===== config.mk =====
export PLATFORM = sky130hd
export DESIGN_NAME = int64_divide_modulo_unit_core
export DESIGN_NICKNAME = d
export VERILOG_FILES = /design/src/sv/idmu_pkg.sv /design/src/sv/idmu_sub.sv /design/src/sv/idmu_ctrl.sv /design/src/sv/int64_divide_modulo_unit_core.sv
export SDC_FILE = /design/constraint.sdc
export NUM_CORES = 1
export LEC_CHECK = 0
export BUFFER_PORTS_ARGS = -buffer_cell sky130_fd_sc_hd__buf_2
export CAP_MARGIN = 20
export CORE_UTILIZATION = 45
export CTS_CLUSTER_SIZE = 14
export DETAILED_ROUTE_END_ITERATION = 16
export GPL_ROUTABILITY_DRIVEN = 0
export GPL_TIMING_DRIVEN = 0
export HOLD_SLACK_MARGIN = 0.08
export PLACE_DENSITY_LB_ADDON = 0.12
export SETUP_SLACK_MARGIN = 0.1
export SYNTH_ARGS = -nofsm -noshare
export SYNTH_HDL_FRONTEND = slang
export SYNTH_SLANG_ARGS = --single-unit

===== constraint.sdc =====
create_clock -name clk -period 6.9 [get_ports clk]
set_input_delay 0.69 -clock clk [delete_from_list [all_inputs] [get_ports clk]]
set_output_delay 0.69 -clock clk [all_outputs]
set_load 0.1 [all_outputs]

===== src/sv/idmu_pkg.sv =====
`timescale 1ns / 1ps
// ----------------------------------------------------------------------------
// idmu_pkg: shared types and constants of the 64-bit divide/modulo unit
// Opcodes, sequencer states and the control bundle from sequencer to datapath.
// ----------------------------------------------------------------------------
package idmu_pkg;

  localparam int DataW = 64;
  localparam int StepW = 6;
  localparam logic [StepW-1:0] LastStep = 6'd63;

  localparam logic [1:0] OP_UDIV = 2'd0;
  localparam logic [1:0] OP_SDIV = 2'd1;
  localparam logic [1:0] OP_UREM = 2'd2;
  localparam logic [1:0] OP_SREM = 2'd3;

  typedef enum logic [2:0] {
    ST_IDLE,
    ST_ABS_N,
    ST_ABS_D,
    ST_DIV,
    ST_FIX
  } state_t;

  typedef struct packed {
    logic idle;
    logic abs_n;
    logic abs_d;
    logic div_step;
    logic fix;
  } ctrl_t;

endpackage


===== src/sv/idmu_sub.sv =====
`timescale 1ns / 1ps
// ----------------------------------------------------------------------------
// idmu_sub: shared 65-bit subtractor
// Serves operand negation, every restoring division step and the sign fix-up.
// ----------------------------------------------------------------------------
module idmu_sub import idmu_pkg::*; (
  input  logic [DataW:0] a,
  input  logic [DataW:0] b,
  output logic [DataW:0] diff,
  output logic           borrow
);

  logic [DataW+1:0] full;

  assign full   = {1'b0, a} - {1'b0, b};
  assign diff   = full[DataW:0];
  assign borrow = full[DataW+1];

endmodule


===== src/sv/idmu_ctrl.sv =====
`timescale 1ns / 1ps
// ----------------------------------------------------------------------------
// idmu_ctrl: sequencer of the divide/modulo unit
// Steps through operand magnitudes, 64 division steps and the sign fix-up.
// ----------------------------------------------------------------------------
module idmu_ctrl import idmu_pkg::*; (
  input  logic  clk,
  input  logic  rst,
  input  logic  start,
  input  logic  out_free,
  output ctrl_t ctrl
);

  state_t           state;
  state_t           state_next;
  logic [StepW-1:0] step;

  always_ff @(posedge clk) begin
    if (rst) begin
      state <= ST_IDLE;
      step  <= '0;
    end else begin
      state <= state_next;
      if (state == ST_DIV) begin
        step <= step + 1'b1;
      end else begin
        step <= '0;
      end
    end
  end

  always_comb begin
    state_next = state;
    case (state)
      ST_IDLE:  if (start) state_next = ST_ABS_N;
      ST_ABS_N: state_next = ST_ABS_D;
      ST_ABS_D: state_next = ST_DIV;
      ST_DIV:   if (step == LastStep) state_next = ST_FIX;
      ST_FIX:   if (out_free) state_next = ST_IDLE;
      default:  state_next = ST_IDLE;
    endcase
  end

  always_comb begin
    ctrl = '0;
    case (state)
      ST_IDLE:  ctrl.idle     = 1'b1;
      ST_ABS_N: ctrl.abs_n    = 1'b1;
      ST_ABS_D: ctrl.abs_d    = 1'b1;
      ST_DIV:   ctrl.div_step = 1'b1;
      ST_FIX:   ctrl.fix      = 1'b1;
      default:  ctrl          = '0;
    endcase
  end

endmodule


===== src/sv/int64_divide_modulo_unit_core.sv =====
`timescale 1ns / 1ps
// ----------------------------------------------------------------------------
// int64_divide_modulo_unit_core: 64-bit signed/unsigned divide and remainder
// Radix-2 restoring divider around one shared 65-bit subtractor.
// ----------------------------------------------------------------------------
// Usage:
//   s_* carries one operation: s_tuser holds the opcode (unsigned quotient,
//   signed quotient, unsigned remainder, signed remainder), s_tdata the
//   dividend and divisor. m_* returns the 64-bit result.
//   The sequencer takes one step each for dividend and divisor magnitude,
//   64 division steps (one quotient bit per cycle through the shared
//   subtractor) and one sign fix-up step that loads m_tdata and m_tvalid.
//   A new operation is taken only after the previous one has finished;
//   s_tready is high only while the sequencer is idle.
//   The result sits in an output register, so a new operation is accepted
//   while the previous result waits. If the receiver stalls, the fix-up
//   cycle holds until the output register frees up.
//   Division by zero gives an all-ones quotient magnitude and a remainder
//   equal to the dividend; the most negative value over -1 wraps.
//   Reset clears the sequencer and the output valid flag.
// ----------------------------------------------------------------------------
module int64_divide_modulo_unit_core import idmu_pkg::*; (
  input  logic         clk,
  input  logic         rst,
  input  logic         s_tvalid,
  output logic         s_tready,
  input  logic [127:0] s_tdata,   // dividend[63:0], divisor[127:64]
  input  logic [1:0]   s_tuser,   // opcode[1:0]
  output logic         m_tvalid,
  input  logic         m_tready,
  output logic [63:0]  m_tdata    // result[63:0]
);

  ctrl_t            ctrl;
  logic             start;
  logic             out_free;
  logic [1:0]       op;
  logic             nneg;
  logic             dneg;
  logic [DataW-1:0] num;
  logic [DataW-1:0] den;
  logic [DataW-1:0] rem;
  logic [DataW:0]   sub_a;
  logic [DataW:0]   sub_b;
  logic [DataW:0]   diff;
  logic             borrow;
  logic [DataW-1:0] res_sel;
  logic             res_neg;

  assign s_tready = ctrl.idle & ~rst;
  assign start    = s_tvalid & s_tready;
  assign out_free = ~m_tvalid | m_tready;

  idmu_ctrl u_ctrl (
    .clk      (clk),
    .rst      (rst),
    .start    (start),
    .out_free (out_free),
    .ctrl     (ctrl)
  );

  assign res_sel = op[1] ? rem : num;

  always_comb begin
    case (op)
      OP_SDIV: res_neg = nneg ^ dneg;
      OP_SREM: res_neg = nneg;
      default: res_neg = 1'b0;
    endcase
  end

  always_comb begin
    sub_a = '0;
    sub_b = '0;
    if (ctrl.abs_n) begin
      sub_b = {1'b0, num};
    end else if (ctrl.abs_d) begin
      sub_b = {1'b0, den};
    end else if (ctrl.div_step) begin
      sub_a = {rem, num[DataW-1]};
      sub_b = {1'b0, den};
    end else begin
      sub_b = {1'b0, res_sel};
    end
  end

  idmu_sub u_sub (
    .a      (sub_a),
    .b      (sub_b),
    .diff   (diff),
    .borrow (borrow)
  );

  always_ff @(posedge clk) begin
    if (start) begin
      op   <= s_tuser;
      num  <= s_tdata[63:0];
      den  <= s_tdata[127:64];
      nneg <= s_tdata[63];
      dneg <= s_tdata[127];
      rem  <= '0;
    end
    if (ctrl.abs_n && op[0] && nneg) begin
      num <= diff[DataW-1:0];
    end
    if (ctrl.abs_d && op[0] && dneg) begin
      den <= diff[DataW-1:0];
    end
    if (ctrl.div_step) begin
      rem <= borrow ? sub_a[DataW-1:0] : diff[DataW-1:0];
      num <= {num[DataW-2:0], ~borrow};
    end
  end

  always_ff @(posedge clk) begin
    if (rst) begin
      m_tvalid <= 1'b0;
    end else if (ctrl.fix && out_free) begin
      m_tvalid <= 1'b1;
    end else if (m_tready) begin
      m_tvalid <= 1'b0;
    end
  end

  always_ff @(posedge clk) begin
    if (ctrl.fix && out_free) begin
      m_tdata <= res_neg ? diff[DataW-1:0] : res_sel;
    end
  end

  a_one_phase: assert property (@(posedge clk) disable iff (rst)
    $onehot({ctrl.idle, ctrl.abs_n, ctrl.abs_d, ctrl.div_step, ctrl.fix}))
    else $error("sequencer phases overlap");

  a_start_seq: assert property (@(posedge clk) disable iff (rst)
    start |=> ctrl.abs_n)
    else $error("accepted transaction did not start magnitude phase");

  a_rem_bound: assert property (@(posedge clk) disable iff (rst)
    ctrl.div_step |=> (den == '0) || (rem < den))
    else $error("partial remainder not below divisor");

  a_result_load: assert property (@(posedge clk) disable iff (rst)
    ctrl.fix && out_free |=> m_tvalid && ctrl.idle)
    else $error("result not presented after fix-up");

endmodule

# After elaboration in Yosys (flattened, before gate mapping)
# Cells that the tools add are included.
# totals
elab_cells	70
out_inout_bits	66
regBits	270
# op_classes
bitwise_logic	8
reduce_logical	12
muxes	28
eq_ne	10
n_addsub	2
# ops
cell	n
two-way mux 64 bit	13
two-way mux 65 bit	3
subtractor 65 x 64 -> 66 bit	1
case mux 3 bit (5 select lines)	1
two-way mux 3 bit	3
two-way mux 1 bit	7
adder 6 x 1 -> 6 bit (second input constant)	1
== test 3 x 2 -> 1 bit (second input constant)	2
== test 6 bit (second input constant)	1
inequality test 2 bit (second input constant)	3
nonzero test 2 bit	3
logical AND 1 bit	5
inverter 1 bit	4
== test 3 x 1 -> 1 bit (second input constant)	1
== test 3 bit (second input constant)	1
zero test 3 bit	1
AND reduction 3 bit	1
nonzero test 3 bit	1
bitwise AND 1 bit	2
== test 2 x 1 -> 1 bit (second input constant)	1
== test 2 bit (second input constant)	1
case mux 1 bit (2 select lines)	1
OR reduction 2 bit	1
OR 1 bit	1
bitwise XOR 1 bit	1

# Logic depth before layout (Yosys ltp)
# Gate-level depths: netlist of the first run.
# logic_depth
depth_word	8
mapped_depth	20

# Hierarchy
# A second synthesis of the first run with hierarchy kept.
# unflattened
cells_unflattened	1797
area_unflattened_um2	18825.6
# modules_own_cells
mod	area_each_um2	cells_per_inst	instances
int64_divide_modulo_unit_core	14005.9	1086	1
idmu_sub	4415.5	667	1
idmu_ctrl	404.1	44	1

# Least setup slack after synthesis of the first run
# No wires, ideal clock.
# synth_timing
path_type	input to register
from	in rst
to	reg num[0] (enable)
stages	3
path_buffers	0
setup_slack_ns	0.780
t_required_ns	6.467
t_arrival_ns	5.687
path_cell_list	nor4_1 nand2_1 nand3_1
# synth_between
elab_chain_cells	4
# synth_rtl
element	line	rtl
from (decl)	int64_divide_modulo_unit_core.sv:24	input logic rst,
inverter 1 bit	int64_divide_modulo_unit_core.sv:50	assign s_tready = ctrl.idle & ~rst;
bitwise AND 1 bit	int64_divide_modulo_unit_core.sv:50	
bitwise AND 1 bit	int64_divide_modulo_unit_core.sv:51	assign start = s_tvalid & s_tready;
nonzero test 3 bit (no source line)	n/a	
to (signal assigned)	int64_divide_modulo_unit_core.sv:97	num <= s_tdata[63:0];
to (signal assigned)	int64_divide_modulo_unit_core.sv:104	num <= diff[DataW-1:0];
to (signal assigned)	int64_divide_modulo_unit_core.sv:111	num <= {num[DataW-2:0], ~borrow};
to (decl)	int64_divide_modulo_unit_core.sv:40	logic [DataW-1:0] num;
# Every way passes these cells.
# A chain may end at the register's enable or synchronous reset.

# Final worst setup path of the first run
# layout_timing
from	reg u_ctrl.state[1]
to	reg rem[59], data pin
# layout_between
elab_chain_cells	8
elab_cells_between_ends	15
cone_classes	add/sub: 1; eq/ne: 3; mux: 11
# layout_rtl
element	line	rtl
from (decl)	idmu_ctrl.sv:14	state_t state;
from (signal assigned)	idmu_ctrl.sv:23	state <= state_next;
== test 3 x 2 -> 1 bit	idmu_ctrl.sv:46	case (state)
two-way mux 1 bit	idmu_ctrl.sv:46	
two-way mux 65 bit / two-way mux 64 bit (equally long branches)	int64_divide_modulo_unit_core.sv:79	end else if (ctrl.div_step) begin
two-way mux 65 bit / two-way mux 64 bit (equally long branches)	int64_divide_modulo_unit_core.sv:77	end else if (ctrl.abs_d) begin
two-way mux 65 bit / two-way mux 64 bit (equally long branches)	int64_divide_modulo_unit_core.sv:75	if (ctrl.abs_n) begin
subtractor 65 x 64 -> 66 bit	idmu_sub.sv:15	assign full = {1'b0, a} - {1'b0, b};
two-way mux 64 bit	int64_divide_modulo_unit_core.sv:110	rem <= borrow ? sub_a[DataW-1:0] : diff[DataW-1:0];
two-way mux 64 bit (*)	int64_divide_modulo_unit_core.sv:109	if (ctrl.div_step) begin
to (signal assigned)	int64_divide_modulo_unit_core.sv:110	
to (decl)	int64_divide_modulo_unit_core.sv:42	logic [DataW-1:0] rem;
# Every way passes the cells marked *; elsewhere a longest branch is shown, timed or not.

==> run summary, run 1 <==
The area of the core came out at slightly below 40000 um2. The number of filler cells placed in the layout came out at around 3700. The count of pins over their slew limit is 0.

In the final layout, the share of cells above drive strength 1 is 16.37%. The prevailing post-synth register cell is edfxtp_1. The floorplan step defined a die boundary enclosing roughly 40000 um2. STA classifies the critical path startpoint as a flip-flop. For this run, the number of Yosys warnings is 0. In the finished design, the share of the clock period the worst path needs comes to between 90 and 100%. The total wire length came out at 64290 um.

The fraction of the yosys area taken by sequential cells came out at about 45%. In this run the worst path has a maximum fanout of 10. The cell area power density is 261.1 nW/um2. The count of cell types in the netlist came out at around 60. The number of endpoints with negative hold slack in the final report is 0. The via count of the first global-routing pass came out at about 16000.

Setup violations remaining at the end of the flow were counted as 0. The most critical setup path has its endpoint at rem[59]$_SDFFCE_PP0P_. The relative max-transition margin is about a quarter.

The flow ran to the end, and the final reports show no timing, DRC or antenna violations. The first global-routing pass estimated 97080 um of wire. The final routed wire length divided by cell count came out at between 20 and 25 um.

The endpoint type of the worst setup path is a flip-flop. The clock edge transition at the registers on the reported setup and hold paths is around 70 ps. The total instance count after detailed placement is 2618. The post-route non-filler standard cell count is approximately 2700. The minimum setup slack among reg-to-reg paths came out at roughly 590 ps. Based on the critical path, the design can be clocked at up to ~0.16 GHz.

The total overflow reported by the global router is 0. The number of flops mapped to enable cells by yosys came out at 260. Summing internal, switching and leakage power gives 0.005420 W. After the last flow step, the layout net total stands at 2333. The count of port buffers added during placement came out at around 200. The average cell area after synthesis came out at about 9.5 um2. The post-detailed-route via-to-cell ratio came out at slightly above 6. In this run the cell area of the synthesized design comes to 17990 um2. The longest clock path from root to sink contains 3 buffers. The max-cap violation count came out at 0.

The clock latency on the worst-skew pair came out at around 600 ps. The first-iteration detailed-routing DRC count came out at 1748. The site row count came out at roughly 70. The hold buffer count at CTS is 0. The class of the tightest hold or removal check is in -> reg. The flip-flop and latch count after synthesis came out at 270. The post-route cell area came out at 20760 um2. The total clock buffers created by CTS came out at 31. VDD sags by at most 0.0002247 V. The startpoint identified for the worst register-to-register timing path is u_ctrl.state[1]$_SDFFE_PP0P_. The end-of-flow core utilization is a little over half. The total half-perimeter wirelength after legalization and detailed placement is around 47000 um. The slew at the pin closest to its max-slew limit is between 1000 and 1500 ps.

In this run the clock root is driven by a clkbuf_16. Once the clock tree was built, the resizer swapped 0 gates to a different size. The library cells used most frequently in the layout, excluding fill and tap cells, are edfxtp_1 (260), nor2_1 (215), buf_2 (215).

The number of I/O pins is 200. The most frequent standard cell in the layout excluding fill and tap cells is edfxtp_1. The final hold slack came out at around 330 ps. The start point of the critical path is u_ctrl.state[1]$_SDFFE_PP0P_. The global router's overall resource usage came out at between 30% and 40%. Setup repair after global routing left no endpoint under its margin. Compared with the post-synthesis result, the final layout area differs by 15.36%. Counting every instance in the synthesized netlist gives between 1500 and 2000. The number of cells on the worst reg-to-reg path came out at 19. The required time at the worst-slack endpoint is roughly 7300 ps. The initial antenna violation count came out at 0. The analysis attributes to cell leakage a power of 8.252 nW. Of all flip-flops after synthesis, the portion carrying an async set or reset was 0%. In this run the number of H-tree levels came out at 1. The initial standard-cell utilization of the core came out at a little under half. 0 antenna diodes ended up in the layout. The largest net degree at the start of global routing came out at between 40 and 50. The TritonCTS sink count is 270.

Once placement finished, the instance area stood at 19830 um2. The post-route minimum period came out at 6308 ps. The clock skew came out at 34.99 ps. The worst setup path category is reg -> reg. The iteration count of the initial detailed-routing pass is 6. The overall die width came out at 202.0 um. The detailed router placed approximately 17000 vias in this run.

The die boundary height came out at just over 200 um. The total setup buffers inserted after CTS is 0. The count of nets left with antenna violations once routing finished came out at 0. The endpoint identified for the worst register-to-register timing path is rem[59]$_SDFFCE_PP0P_. The synthesized net count came out at ~2100.

The critical path data arrival time came out at around 6700 ps. The final routed DRC violation total came out at 0. The CTS tree is yes.
[layout make-up]
class / instances / area (um2) / share of cell area (%)
Clock inverter: 19 / 128.9 / 0.6209
Timing Repair Buffer: 209 / 1154 / 5.558
Buffer: 150 / 613.1 / 2.954
Tap cell: 518 / 648.1 / 3.123
Clock buffer: 37 / 798.3 / 3.846
Inverter: 27 / 101.3 / 0.4883
Multi-Input combinational cell: 1444 / 9305 / 44.83
Sequential cell: 270 / 8008 / 38.58
[cell usage after synthesis (3+ instances only)]
master / count / area, um2
dfxtp_1: 10 / 200.2
buf_4: 7 / 52.55
nand4_1: 24 / 150.1
nand2_1: 201 / 754.5
nand2b_1: 7 / 43.79
buf_1: 11 / 41.29
clkbuf_1: 115 / 431.7
or4_1: 3 / 22.52
o22a_1: 66 / 578.1
o31a_1: 3 / 26.28
a211oi_1: 18 / 135.1
o31ai_1: 4 / 30.03
nor3_1: 21 / 105.1
o21ai_1: 3 / 15.01
and2_1: 8 / 50.05
o21a_1: 11 / 82.58
mux2_2: 64 / 720.7
a31oi_1: 48 / 300.3
buf_2: 16 / 80.08
a21o_1: 32 / 240.2
a21boi_0: 3 / 22.52
edfxtp_1: 260 / 7807
o2111ai_1: 4 / 35.03
mux2i_1: 106 / 1061
or2_2: 4 / 25.02
xor2_1: 23 / 201.4
or3_1: 5 / 31.28
nor2_1: 215 / 807.0
o21ai_0: 83 / 415.4
ha_1: 65 / 813.3
nor4_1: 3 / 18.77
o21bai_1: 12 / 90.09
o22ai_1: 66 / 412.9
and3_1: 68 / 425.4
nor2b_1: 6 / 37.54
xnor2_1: 40 / 350.3
nand3_1: 25 / 125.1
a21oi_1: 167 / 835.8
inv_1: 27 / 101.4
o211ai_1: 13 / 97.59
[registers in the layout, indices dropped and copies added, names as in the netlist]
signal and flops:
m_tdata 64, rem 64, u_ctrl.state 3, nneg 1, den 64, m_tvalid 1
num 64, op 2, u_ctrl.step 6, dneg 1
[per-stage QoR]
step	TNS (ps)	worst slack [ps]
after floorplan	0	779.9
after global placement	-138210	-2170
after detailed placement	0	555.7
after CTS	0	506.2
after global routing	0	144.6
final	0	591.7
[kinds of logic after synthesis]
kind of cell	Yosys count	share of synthesized area, %
compound gates	546	19.09
xor+xnor	63	3.067
fa+ha+maj	66	4.631
buf+inv	177	3.957
flops	270	44.51
mux	170	9.903
simple gates	599	14.85
[where the power goes]
| group | total (W) | leakage [nW] | internal [W] | switching (W) |
|---|---|---|---|---|
| Clock | 0.00157 | 0.455 | 0.000859 | 0.000710 |
| Sequential | 0.00210 | 2.50 | 0.00200 | 0.000104 |
| Combinational | 0.00175 | 5.29 | 0.000578 | 0.00117 |
| Total | 0.00542 | 8.25 | 0.00344 | 0.00198 |
[worst min-delay path by stage]
stage / from / to / slack (ps) / cells past startpoint
after floorplan: u_ctrl.step[0]$_SDFF_PP0_ / u_ctrl.step[0]$_SDFF_PP0_ / 430 / 1
after global placement: u_ctrl.step[0]$_SDFF_PP0_ / u_ctrl.step[0]$_SDFF_PP0_ / 450 / 1
after detailed placement: u_ctrl.step[0]$_SDFF_PP0_ / u_ctrl.step[0]$_SDFF_PP0_ / 450 / 1
after CTS: s_tuser[1] / op[1]$_DFFE_PP_ / 310 / 1
after global routing: s_tuser[0] / op[0]$_DFFE_PP_ / 320 / 1
final: s_tuser[1] / op[1]$_DFFE_PP_ / 330 / 1
[per-layer routing]
metal / GRT usage (%) / share of wire (%)
met5: 0 / 0
met2: 47.18 / 44
met3: 5.772 / 9.4
met4: 13.45 / 4.3
met1: 43.01 / 43
[worst max-delay path, stage by stage, from the launching register on]
cell	delay, ps
dfxtp_1	310
clkbuf_1	290
nor2b_1	460
and2_0	340
clkbuf_1	690
clkbuf_2	480
nand2_1	110
ha_1	230
nand2b_1	160
a211oi_1	360
o211ai_1	190
nand4_1	240
a31oi_1	260
o31a_1	430
o31a_1	400
o21ai_1	160
buf_4	250
buf_4	300
mux2_2	360
nor2_1	90
Power figures use the tool's default switching activity.
==> inputs of run 2 (changes only) <==
--- a/config.mk
+++ b/config.mk
@@ -7,6 +7,7 @@
 export LEC_CHECK = 0
 export BUFFER_PORTS_ARGS = -buffer_cell sky130_fd_sc_hd__buf_2
 export CAP_MARGIN = 20
+export CORE_MARGIN = 10
 export CORE_UTILIZATION = 45
 export CTS_CLUSTER_SIZE = 14
 export DETAILED_ROUTE_END_ITERATION = 16
==> run summary, run 2 (synthesis gave the netlist of run 1 again) <==
The part of the total power dissipated in sequential elements was 37.6% (-1.2 points). The internal power summed over all cells came to 0.003598 W (+4.7%). The total wire length was 66580 um (+3.6%). The leakage power is 8.302 nW (+0.61%). The clock edge transition at the registers on the reported setup and hold paths is 60 ps (about the same). The post-cts sizing count was 0 (unchanged). The slew at the pin closest to its max-slew limit came out at 1053 ps (-52.21 ps). The global router's overall resource usage is 26.98% (-4.0 points). The highest ir drop seen on vdd is 0.0001373 V (-39%). In this run the clock root is driven by a clkbuf_16.

The flow ran to the end, and the final reports show no timing, DRC or antenna violations. The switching power share of the total is 35.76% (-0.85 points). The class of the tightest hold or removal check is in -> reg.

The number of cells on the worst reg-to-reg path came out at 18 (-1). The type of origin of the critical path is a flip-flop. The clock skew is 14.32 ps (-20.67 ps). The worst setup timing slack at the placement stage is 602.5 ps (+46.78 ps).

The number of H-tree levels came out at 2 (+1). The number of nets still failing antenna checks after routing came to 0 (unchanged). The share of power burned in combinational logic came out at 31.2% (-1.0 points). The die boundary height came out at 220.0 um (+8.9%).

The worst setup path is captured at a flip-flop. The placement-stage cell area came out at 19840 um2 (about the same). The number of buffers between clock root and the deepest sink was 3 (unchanged). The largest fanout of any net on the critical path was 10 (unchanged). The most frequent standard cell in the layout excluding fill and tap cells is edfxtp_1.

The clock latency on the worst-skew pair came out at 550 ps (-50 ps). The site row count came out at 73 (+1.4%). The iteration count of the initial detailed-routing pass was 6 (unchanged). The via count came out at 16520 (-0.58%). The total half-perimeter wirelength after legalization and detailed placement is 48800 um (+4.3%). The largest net degree at the start of global routing is 47 (-2.1%). The top achievable clock speed came to 0.1522 GHz (-4.0%). The number of endpoints with negative hold slack in the final report came to 0 (unchanged).

The critical path data arrival time came out at 6860 ps (+130 ps). The worst setup path category is reg -> reg. The die area came out at 48380 um2 (+19%).

The count of pins over their slew limit is 0 (unchanged). TritonCTS built the clock tree. The library cells used most frequently in the layout, excluding fill and tap cells, are edfxtp_1 (260), nor2_1 (215), buf_2 (215). The number of I/O pins is 200 (unchanged). The final setup slack of the worst path came out at 327.7 ps (-264.0 ps). The fraction of power consumed by the clock network is 31.2% (+2.3 points). The initial antenna violation count is 0 (unchanged). The total setup buffers inserted after CTS was 0 (unchanged). The area of the core came to 39640 um2 (+1.6%). The relative max-transition margin came to 29.80% (+3.5 points). The post-synthesis to final-layout area growth came out at 16.15%. The final routed wire length divided by cell count came out at 24.78 um (+3.1%). The overall die width was 220.0 um (+8.9%). The hold-critical path depth came to 1 (unchanged).

The cell area power density came out at 268.0 nW/um2 (+2.6%). The slowest stage of the critical path belongs to the cell clkbuf_1. The required time at the worst-slack endpoint is 7190 ps (-130 ps).

The post-detailed-route via-to-cell ratio is 6.147 (-1.1%). The max-cap violation count came out at 0 (unchanged). The final routed DRC violation total is 0 (unchanged). The via count of the first global-routing pass came out at 16420 (+1.8%). The total overflow reported by the global router is 0 (unchanged). The total area of sequential cells came out at 8008 um2 (unchanged). Traced cell by cell, the critical path runs through clkbuf_1 > nor2b_1 > and2_0 > clkbuf_1 > clkbuf_1 > nand2_1 > ha_1 > inv_1 > fa_1 > a21oi_1 > o211ai_1 > nand4_1 > nand3_1 > a31oi_1 > o31ai_1 > a2111oi_0 > a311o_1 > o21ai_0. The number of filler cells placed in the layout is 3807 (+3.8%).

The number of nets in the final layout is 2336 (+0.13%). The count of port buffers added during placement is 199 (unchanged). The diode insertion count for antenna repair came to 0 (unchanged).

The final hold slack came out at 390.0 ps (+63.43 ps). The initial standard-cell utilization of the core is 45.39% (-0.74 points). The net switching power figure was 0.002003 W (+0.95%). The global-route wire length before repair came to 99820 um (+2.8%). The share of cells above drive strength 1 is 16.23% (-0.14 points).

Setup repair after global routing left no endpoint under its margin. The total power came out at 0.005601 W (+3.3%). The largest incremental delay on the critical path came out at 710 ps (+20 ps).

The post-route setup TNS came out at 0 ps (unchanged). The hold buffer count at CTS was 0 (unchanged). The total clock buffers created by CTS came to 34 (+9.7%). The TritonCTS sink count came out at 270 (unchanged). The post-route minimum period is 6572 ps (+264.0 ps).

The number of setup violations in the final report is 0 (unchanged). The post-route cell area is 20900 um2 (+0.68%). The first-iteration detailed-routing DRC count is 1760 (+0.69%). The area of the multi-input gates is 9305 um2 (unchanged). In this design, the critical path's most frequently occurring cell is clkbuf_1. The ratio of final minimum period to clock period came out at 95.25% (+3.8 points).
[run 2: changes by cell type in the layout (fill, tap and decap cells not counted), sizes merged]
cell,change
buf,+1
clkbuf,+13
clkinv,-7
inv,-1
[run 2: power groups by stage]
stage	Combinational, W	Clock [W]	Sequential (W)
finish	0.00175	0.00175	0.00211
global placement	0.00165	0	0.00215
CTS	0.00172	0.00176	0.00210
floorplan	0.00117	0	0.00210
global route	0.00190	0.00183	0.00212
detailed placement	0.00171	0	0.00213
[run 2: worst paths after layout]
check                               start                         to  slack, ps
min                            s_tuser[1]            op[1]$_DFFE_PP_        390
min reg2reg     u_ctrl.step[0]$_SDFF_PP0_  u_ctrl.step[0]$_SDFF_PP0_        460
max reg2reg  u_ctrl.state[1]$_SDFFE_PP0P_      m_tdata[48]$_DFFE_PP_        330
max          u_ctrl.state[1]$_SDFFE_PP0P_      m_tdata[48]$_DFFE_PP_        330
[run 2: critical path: cells and delay by family, from the launching register on]
family          cells  cell delay [ps]
flops               1              300
compound gates      7             2490
fa+ha+maj           2              450
simple gates        5             1350
buf+inv             4             1690
[run 2: area by class of cell]
type                            instances  share of cell area (%)
Sequential cell                       270                   38.32
Timing Repair Buffer                  209                   5.538
Multi-Input combinational cell       1444                   44.53
Clock buffer                           51                   4.682
Tap cell                              525                   3.143
Buffer                                150                   2.922
Clock inverter                         11                  0.3832
Inverter                               27                  0.4850
[run 2: metal layers]
metal	GRT usage [%]	share of wire, %
met4	11.28	4.0
met1	35.11	41
met3	6.472	9.8
met5	0	0
met2	42.26	45
[run 2: stage by stage]
stage / utilization (%) / instances
after floorplan: - / 1891
after global placement: 49.56 / 2615
after detailed placement: 50.05 / 2625
after CTS: 52.72 / 2687
after global routing: 52.72 / 2687
final: 52.72 / 2687
